==> src/rtl/four_level_page_table_walker_core_defines.svh <==
// Assertion macros for the page table walker.
`ifndef FOUR_LEVEL_PAGE_TABLE_WALKER_CORE_DEFINES_SVH
`define FOUR_LEVEL_PAGE_TABLE_WALKER_CORE_DEFINES_SVH

// check on every clock edge outside reset
`define PTW_ASSERT(lbl, clk, rstn, prop, msg) \
  lbl: assert property (@(posedge clk) disable iff (!rstn) prop) else $error(msg);

// check on every clock edge, reset included
`define PTW_ASSERT_ALWAYS(lbl, clk, prop, msg) \
  lbl: assert property (@(posedge clk) prop) else $error(msg);

`endif

==> src/rtl/ptw_pkg.sv <==
`timescale 1ns / 1ps
package ptw_pkg;

  localparam logic [1:0] OP_TRANSLATE = 2'd0;
  localparam logic [1:0] OP_MAP       = 2'd1;
  localparam logic [1:0] OP_UNMAP     = 2'd2;

  localparam logic [1:0] ST_OK    = 2'd0;
  localparam logic [1:0] ST_FAULT = 2'd1;
  localparam logic [1:0] ST_FULL  = 2'd2;

  localparam logic [1:0] LVL_LEAF = 2'd3;

  localparam int unsigned IDX_W   = 9;
  localparam int unsigned FRAME_W = 40;

  typedef enum logic [4:0] {
    S_CLEAR = 5'b00001,
    S_IDLE  = 5'b00010,
    S_READ  = 5'b00100,
    S_EVAL  = 5'b01000,
    S_DONE  = 5'b10000
  } ptw_state_e;

  typedef struct packed {
    logic clr_step;
    logic load_req;
    logic mem_rd;
    logic eval;
    logic load_out;
  } ptw_cmd_t;

  typedef struct packed {
    logic clr_last;
    logic finish;
    logic out_free;
  } ptw_sts_t;

  function automatic logic [IDX_W-1:0] level_idx(input logic [47:0] va,
                                                 input logic [1:0] lvl);
    logic [IDX_W-1:0] idx;
    case (lvl)
      2'd0:    idx = va[47:39];
      2'd1:    idx = va[38:30];
      2'd2:    idx = va[29:21];
      default: idx = va[20:12];
    endcase
    return idx;
  endfunction

endpackage

==> src/rtl/ptw_ctrl.sv <==
`timescale 1ns / 1ps
module ptw_ctrl import ptw_pkg::*; (
  input  logic     clk_i,
  input  logic     rst_ni,
  input  logic     in_valid_i,
  input  ptw_sts_t sts_i,
  output ptw_cmd_t cmd_o,
  output logic     idle_o
);

  ptw_state_e state_q, state_d;

  always_ff @(posedge clk_i or negedge rst_ni) begin
    if (!rst_ni) begin
      state_q <= S_CLEAR;
    end else begin
      state_q <= state_d;
    end
  end

  always_comb begin
    state_d = state_q;
    cmd_o   = '0;
    case (state_q)
      S_CLEAR: begin
        cmd_o.clr_step = 1'b1;
        if (sts_i.clr_last) begin
          state_d = S_IDLE;
        end
      end
      S_IDLE: begin
        if (in_valid_i) begin
          cmd_o.load_req = 1'b1;
          state_d        = S_READ;
        end
      end
      S_READ: begin
        cmd_o.mem_rd = 1'b1;
        state_d      = S_EVAL;
      end
      S_EVAL: begin
        cmd_o.eval = 1'b1;
        state_d    = sts_i.finish ? S_DONE : S_READ;
      end
      S_DONE: begin
        if (sts_i.out_free) begin
          cmd_o.load_out = 1'b1;
          state_d        = S_IDLE;
        end
      end
      default: begin
        state_d = S_CLEAR;
      end
    endcase
  end

  assign idle_o = (state_q == S_IDLE);

endmodule

==> config.mk <==
export PLATFORM = sky130hd
export DESIGN_NAME = ptw_ctrl
export DESIGN_NICKNAME = d
export VERILOG_FILES = /design/src/rtl/four_level_page_table_walker_core_defines.svh /design/src/rtl/ptw_pkg.sv /design/src/rtl/ptw_ctrl.sv
export SDC_FILE = /design/constraint.sdc
export NUM_CORES = 1
export LEC_CHECK = 0
export ABC_AREA = 1
export BUFFER_PORTS_ARGS = -buffer_cell sky130_fd_sc_hd__buf_4
export CORE_AREA = 4 4 41 43
export DETAILED_ROUTE_END_ITERATION = 6
export DIE_AREA = 0 0 45 47
export PLACE_DENSITY = 0.42
export SLEW_MARGIN = 10
export SYNTH_ARGS = -nofsm -noshare
export SYNTH_HDL_FRONTEND = slang
export SYNTH_SLANG_ARGS = --single-unit
==> constraint.sdc <==
create_clock -name clk_i -period 1.74 [get_ports clk_i]
set_input_delay 0.348 -clock clk_i [delete_from_list [all_inputs] [get_ports clk_i]]
set_output_delay 0.348 -clock clk_i [all_outputs]
set_load 0.005 [all_outputs]
==> results of run 1 <==
==> worst max-delay path: stages (launching register included) <==
cell,delay (ns)
sky130_fd_sc_hd__dfrtp_1,0.41
sky130_fd_sc_hd__nor2_4,0.17
sky130_fd_sc_hd__nand2_1,0.10
sky130_fd_sc_hd__nor3_1,0.16
sky130_fd_sc_hd__buf_4,0.14
==> how the worst max path moves through the flow <==
| stage | endpoint | slack, ns | depth (start not counted) |
|---|---|---|---|
| after floorplan | cmd_o[4] | 0.57 | 4 |
| after global placement | cmd_o[3] | 0.43 | 4 |
| after detailed placement | cmd_o[3] | 0.43 | 4 |
| after CTS | cmd_o[3] | 0.16 | 4 |
| after global routing | cmd_o[3] | 0.07 | 4 |
| final | cmd_o[3] | 0.16 | 4 |
==> logic make-up (layout without fill, tap and decap cells) <==
group / Yosys count / after routing
AND/OR/NAND/NOR: 31 / 31
flip-flops: 5 / 5
AO/OA/AOI/OAI: 1 / 1
buffers and inverters: 10 / 26
==> power by group <==
| group | switching (uW) | internal (uW) | leakage, uW |
|---|---|---|---|
| sequential | 38.1 | 161 | 0.0000645 |
| clock | 48.6 | 86.7 | 0.0000150 |
| combinational | 176 | 131 | 0.000168 |
| total | 263 | 379 | 0.000248 |
==> cells in the mapped netlist <==
cell / count / share of area, %
sky130_fd_sc_hd__a21oi_1: 1 / 1.6
sky130_fd_sc_hd__dfrtp_1: 4 / 31
sky130_fd_sc_hd__dfstp_2: 1 / 8.2
sky130_fd_sc_hd__inv_1: 8 / 9.3
sky130_fd_sc_hd__inv_2: 2 / 2.3
sky130_fd_sc_hd__nand2_1: 9 / 11
sky130_fd_sc_hd__nand2_2: 1 / 1.9
sky130_fd_sc_hd__nand3_1: 3 / 4.7
sky130_fd_sc_hd__nand4_1: 3 / 5.8
sky130_fd_sc_hd__nor2_1: 7 / 8.2
sky130_fd_sc_hd__nor2_2: 5 / 9.7
sky130_fd_sc_hd__nor2_4: 1 / 3.5
sky130_fd_sc_hd__nor3_1: 2 / 3.1
==> metal layers <==
layer	track usage (%)	wire, um	vias to the layer above
met5	0	0	-
met3	3.07	65	5
met2	11.6	306	10
met4	12.3	40	0
met1	9.89	329	147
li1	-	-	177
==> per-stage QoR <==
stage	setup WS [ns]	utilization (%)	cell area [sq um]	power, uW	hold WS [ns]
after floorplan	0.565	-	322	404	0.0524
after global placement	0.426	32.5	423	513	0.158
after detailed placement	0.426	32.5	423	507	0.155
after CTS	0.156	35.3	459	650	0.319
after global routing	0.0650	35.3	459	708	0.323
final	0.162	35.3	459	641	0.320
==> layout make-up <==
class	instances	area share (%)
multi-input combinational	32	34.3
timing repair buffer	12	20.2
inverter	10	8.17
tap	15	4.09
sequential	5	27.5
clock buffer	4	5.72
==> timing repair <==
| action | 4_1_cts | 5_1_grt |
|---|---|---|
| gates resized for setup | 0 | 0 |
| setup buffers | 0 | 0 |
| hold buffers | 1 | 0 |
| hold endpoints to repair | 4 | 0 |
==> summary.txt, run 1 <==
Place
  • DP Wirelength: 608 um
  • Placer Congestion: 0.731
  • Port Buf Inserts: 11
  • Inst Count DP: 73

Routing
  • TritonRoute pass-1 iters: 4
  • DRC Markers: 0
  • DR vias: 339
  • Violation count after the first detailed-routing iteration: 8
  • Vias per cell: 4.35
  • Antenna-violating nets left: 0
  • Routed Wire Length: 741 um
  • Wire per inst: 9.50 um

Synth
  • Simple-gate area share of the yosys netlist: 47.5%
  • Mean post-synth cell area: 6.84 sq um
  • Share of the synthesized netlist area taken by xor and xnor gates: 0%
  • Adder and majority cell fraction of the synthesized area: 0%
  • Count of yosys warnings during synthesis: 0
  • Count of mapped cells out of synthesis: 47
  • Post-synth net total: 53
  • Share of synthesized area occupied by flip-flops and latches: 39.3%
  • Share of cell area taken by muxes after synthesis: 0%
  • Share of the synthesized area in compound gates (AO/OA/AOI/OAI): 1.56%
  • Number of synthesized register bits: 5
  • Largest family of logic cells by synthesized area: simple AND/OR/NAND/NOR gates
  • Synthesized cell area: 322 sq um
  • Distinct cell type count of the synthesized netlist: 13

Timing
  • Unrepaired setup endpoints after global routing: no
  • Setup TNS: 0 ns
  • Clock Skews: 0.00188 ns
  • Period Utilization, post-route: 90.7%
  • Fmax: 0.634 GHz
  • Endpoints failing setup: 0
  • Count of pins over their slew limit: 0
  • Pin slew with the least headroom to its limit: 0.180 ns
  • Min cycle time layout: 1.58 ns
  • Worst slew margin relative to its limit: 87.9%
  • Fin. Hold Viols: 0

Pwr
  • Leakage power: 0.000248 uW
  • Pwr/cell area: 1400 nW/um^2
  • Maximum ir drop on the vdd rail: 489 uV

Layout
  • Final cell count without fillers: 78
  • Fill cell count: 151
  • Flip-flop count of the largest register, all copies and words added: 5
  • Number of antenna repair diodes: 0
  • Share of cells above drive strength 1: 38.1%
  • Sequential cell area: 126 sq um
  • Nets: 70
  • Most frequent standard cell in the layout excluding fill and tap cells: sky130_fd_sc_hd__buf_4
  • Total area of multi-input combinational cells: 158 sq um
  • Register ranked first by flip-flop count: state_q
  • Synth-to-Final Area Change: 42.8%
  • Most used cells in the layout excluding fill and tap cells: sky130_fd_sc_hd__buf_4 (11), sky130_fd_sc_hd__nand2_1 (9), sky130_fd_sc_hd__inv_1 (8), sky130_fd_sc_hd__nor2_1 (7), sky130_fd_sc_hd__nor2_2 (5)
  • Largest registers in the final layout: state_q x5

Min path
  • Start point of the worst min-delay path: sts_i[1]
  • Worst hold path cell count: 3
  • Hold path endpoint: state_q[4]$_DFFE_PN0P_
  • Class of the most critical hold timing path: in2reg

Floorplan
  • Die Footprint: 2120 sq um
  • Die Span Y: 47 um
  • Core area: 1300 sq um
  • Starting Density: 24.7%
  • Overall die width: 45 um
  • Row cnt: 13
  • Count of boundary I/O pins: 12

Critical path
  • CP startpoint: state_q[2]$_DFFE_PN0P_
  • Slack of the worst reg-to-reg path: 0.61 ns
  • Worst Reg-to-Reg Cells: 5
  • FF-to-FF Start: state_q[0]$_DFFE_PN1P_
  • Startpoint type of the worst setup path: register
  • Worst Path Class, Setup: reg2out
  • Crit path arrival time: 1.23 ns
  • Capturing element type of the critical path: primary output
  • Worst flop-to-flop path endpoint: state_q[2]$_DFFE_PN0P_
  • Data required, critical path: 1.39 ns
  • Highest net fanout along the worst path: 6

Clock tree
  • Number of sinks driven by the clock tree: 5
  • Root buffer cell: sky130_fd_sc_hd__clkbuf_4
  • Maximum clock insertion buffer count: 2
  • TritonCTS clock tree: done
  • Inserted Clock Buffers: 3
  • Worst skew pair latency: 0.25 ns
  • Clock-pin transition on the worst setup and hold timing paths: 0.04 ns
  • CTS HTree Levels: 1

Job
  • Count of max-cap constraint violations: 0

Global route
  • Number of antenna violations at the first check in global routing: 0
  • Via count of the first global-routing pass: 320
  • Leftover overflow at the end of global routing: 0
  • Total routing resource utilization after global routing: 8.96%
  • Largest net degree at the start of global routing: 7
  • Global-route wire length before repair: 1240 um

Outcome
  • Status: complete, no violations
Power figures use the tool's default switching activity.
==> run 2, diff against run 1 <==
==> constraint.sdc (replaced) <==
create_clock -name clk_i -period 1.74 [get_ports clk_i]
set_input_delay 0.261 -clock clk_i [delete_from_list [all_inputs] [get_ports clk_i]]
set_output_delay 0.261 -clock clk_i [all_outputs]
set_load 0.005 [all_outputs]
==> summary.txt, run 2 (synthesis gave the netlist of run 1 again) <==
Timing
  • Pin slew with the least headroom to its limit: 0.174 ns (-0.00526 ns)
  • Setup TNS: 0 ns (unchanged)
  • Fmax: 0.670 GHz (+5.8%)
  • Endpoints failing setup: 0 (unchanged)
  • Clock Skews: 0.00145 ns (-0.000432 ns)
  • Fin. Hold Viols: 0 (unchanged)
  • Unrepaired setup endpoints after global routing: no
  • Hold slack final: 0.234 ns (-0.0867 ns)
  • Worst slew margin relative to its limit: 88.3% (+0.35 points)
  • Period Utilization, post-route: 85.7% (-4.9 points)
  • Min cycle time layout: 1.49 ns (-0.0860 ns)
  • Count of pins over their slew limit: 0 (unchanged)

Routing
  • DRC Markers: 0 (unchanged)
  • DR vias: 341 (+0.59%)
  • Vias per cell: 4.37 (+0.59%)
  • Violation count after the first detailed-routing iteration: 2 (-6)
  • TritonRoute pass-1 iters: 3 (-1)
  • Antenna-violating nets left: 0 (unchanged)
  • Wire per inst: 9.51 um (+0.13%)
  • Routed Wire Length: 742 um (+0.13%)

Clock tree
  • Clock-pin transition on the worst setup and hold timing paths: 0.04 ns (about the same)
  • Post-CTS Setup Bufs: 0 (unchanged)
  • Inserted Clock Buffers: 3 (unchanged)
  • Resize count post-CTS: 0 (unchanged)
  • # hold bufs at CTS: 1 (unchanged)
  • Maximum clock insertion buffer count: 2 (unchanged)
  • CTS HTree Levels: 1 (unchanged)
  • Worst skew pair latency: 0.25 ns (about the same)
  • TritonCTS clock tree: done
  • Number of sinks driven by the clock tree: 5 (unchanged)
  • Root buffer cell: sky130_fd_sc_hd__clkbuf_4

Place
  • DP Wirelength: 615 um (+1.1%)
  • Placer Congestion: 0.731 (about the same)
  • Port Buf Inserts: 11 (unchanged)
  • Inst Count DP: 73 (unchanged)

Global route
  • Number of antenna violations at the first check in global routing: 0 (unchanged)
  • Total routing resource utilization after global routing: 9.52% (+0.56 points)
  • Met2 track demand over resource in global routing: 11.9% (+0.28 points)
  • Via count of the first global-routing pass: 331 (+3.4%)
  • Peak-usage layer in the global routing report: met4
  • Global-route wire length before repair: 1340 um (+7.7%)
  • Met3 layer usage reported by global route: 3.07% (unchanged)
  • Largest net degree at the start of global routing: 7 (unchanged)
  • Met1 Resource Use GR: 11.3% (+1.4 points)
  • Leftover overflow at the end of global routing: 0 (unchanged)

Floorplan
  • Core area: 1300 sq um (unchanged)
  • Die Span Y: 47 um (unchanged)
  • Starting Density: 24.7% (unchanged)
  • Count of boundary I/O pins: 12 (unchanged)
  • Row cnt: 13 (unchanged)
  • Overall die width: 45 um (unchanged)
  • Die Footprint: 2120 sq um (unchanged)

Layout
  • Nets: 70 (unchanged)
  • Number of antenna repair diodes: 0 (unchanged)
  • Synth-to-Final Area Change: 42.8% (unchanged)
  • Largest registers in the final layout: state_q x5
  • Fill cell count: 149 (-1.3%)
  • Most frequent standard cell in the layout excluding fill and tap cells: sky130_fd_sc_hd__buf_4
  • Sequential cell area: 126 sq um (unchanged)
  • Flip-flop count of the largest register, all copies and words added: 5 (unchanged)
  • Register ranked first by flip-flop count: state_q
  • Total area of multi-input combinational cells: 158 sq um (unchanged)
  • Share of cells above drive strength 1: 38.1% (unchanged)
  • Final cell count without fillers: 78 (unchanged)
  • Most used cells in the layout excluding fill and tap cells: sky130_fd_sc_hd__buf_4 (11), sky130_fd_sc_hd__nand2_1 (9), sky130_fd_sc_hd__inv_1 (8), sky130_fd_sc_hd__nor2_1 (7), sky130_fd_sc_hd__nor2_2 (5)

Critical path
  • Crit path arrival time: 1.23 ns (about the same)
  • Worst Reg-to-Reg Cells: 5 (unchanged)
  • Slack of the worst reg-to-reg path: 0.62 ns (about the same)
  • FF-to-FF Start: state_q[0]$_DFFE_PN1P_
  • Data required, critical path: 1.48 ns (+0.09 ns)
  • Worst flop-to-flop path endpoint: state_q[2]$_DFFE_PN0P_
  • Worst Path Class, Setup: reg2out
  • Capturing element type of the critical path: primary output
  • Highest net fanout along the worst path: 6 (unchanged)
  • Startpoint type of the worst setup path: register

Pwr
  • Maximum ir drop on the vdd rail: 487 uV (-0.44%)
  • Pwr/cell area: 1390 nW/um^2 (-0.37%)
  • Leakage power: 0.000248 uW (unchanged)

Min path
  • Hold path endpoint: state_q[4]$_DFFE_PN0P_
  • Start point of the worst min-delay path: sts_i[1]
  • Worst hold path cell count: 3 (unchanged)
  • Class of the most critical hold timing path: in2reg

Job
  • Count of max-cap constraint violations: 0 (unchanged)

Outcome
  • Status: complete, no violations
[run 2: stage by stage]
step                      cell area (sq um)  utilization [%]  setup WS [ns]  power, uW
after global routing                    459             35.3          0.142        712
after detailed placement                423             32.5          0.510        507
final                                   459             35.3          0.248        639
after CTS                               459             35.3          0.243        650
after floorplan                         322                -          0.652        404
after global placement                  423             32.5          0.513        513
[run 2: critical path: stages, from the launching register on]
cell and delay, ns:
sky130_fd_sc_hd__dfrtp_1 0.41, sky130_fd_sc_hd__nor2_4 0.17, sky130_fd_sc_hd__nand2_1 0.10, sky130_fd_sc_hd__nor3_1 0.16, sky130_fd_sc_hd__buf_4 0.14
[run 2: final cells by class]
type | count | area share [%]
Multi-Input combinational cell | 32 | 34.3
Sequential cell | 5 | 27.5
Timing Repair Buffer | 12 | 20.2
Inverter | 10 | 8.17
Clock buffer | 4 | 5.72
Tap cell | 15 | 4.09
[run 2: per-layer routing]
layer | wire [um] | up-vias
li1 | - | 176
met1 | 334 | 150
met2 | 301 | 10
met3 | 63 | 5
met4 | 42 | 0
met5 | 0 | -
[run 2: where the power goes]
part           switching (uW)  internal, uW  total, uW
Combinational             174           131        304
Clock                    49.5          86.8        136
Sequential               37.0           161        198
Total                     260           379        639
[run 2: worst max-delay path by stage]
stage | start | end
6_report | state_q[2]$_DFFE_PN0P_ | cmd_o[3]
3_5_place_dp | state_q[2]$_DFFE_PN0P_ | cmd_o[3]
4_1_cts | state_q[2]$_DFFE_PN0P_ | cmd_o[3]
3_3_place_gp | state_q[2]$_DFFE_PN0P_ | cmd_o[3]
5_1_grt | state_q[2]$_DFFE_PN0P_ | cmd_o[3]
2_1_floorplan | state_q[0]$_DFFE_PN1P_ | cmd_o[4]
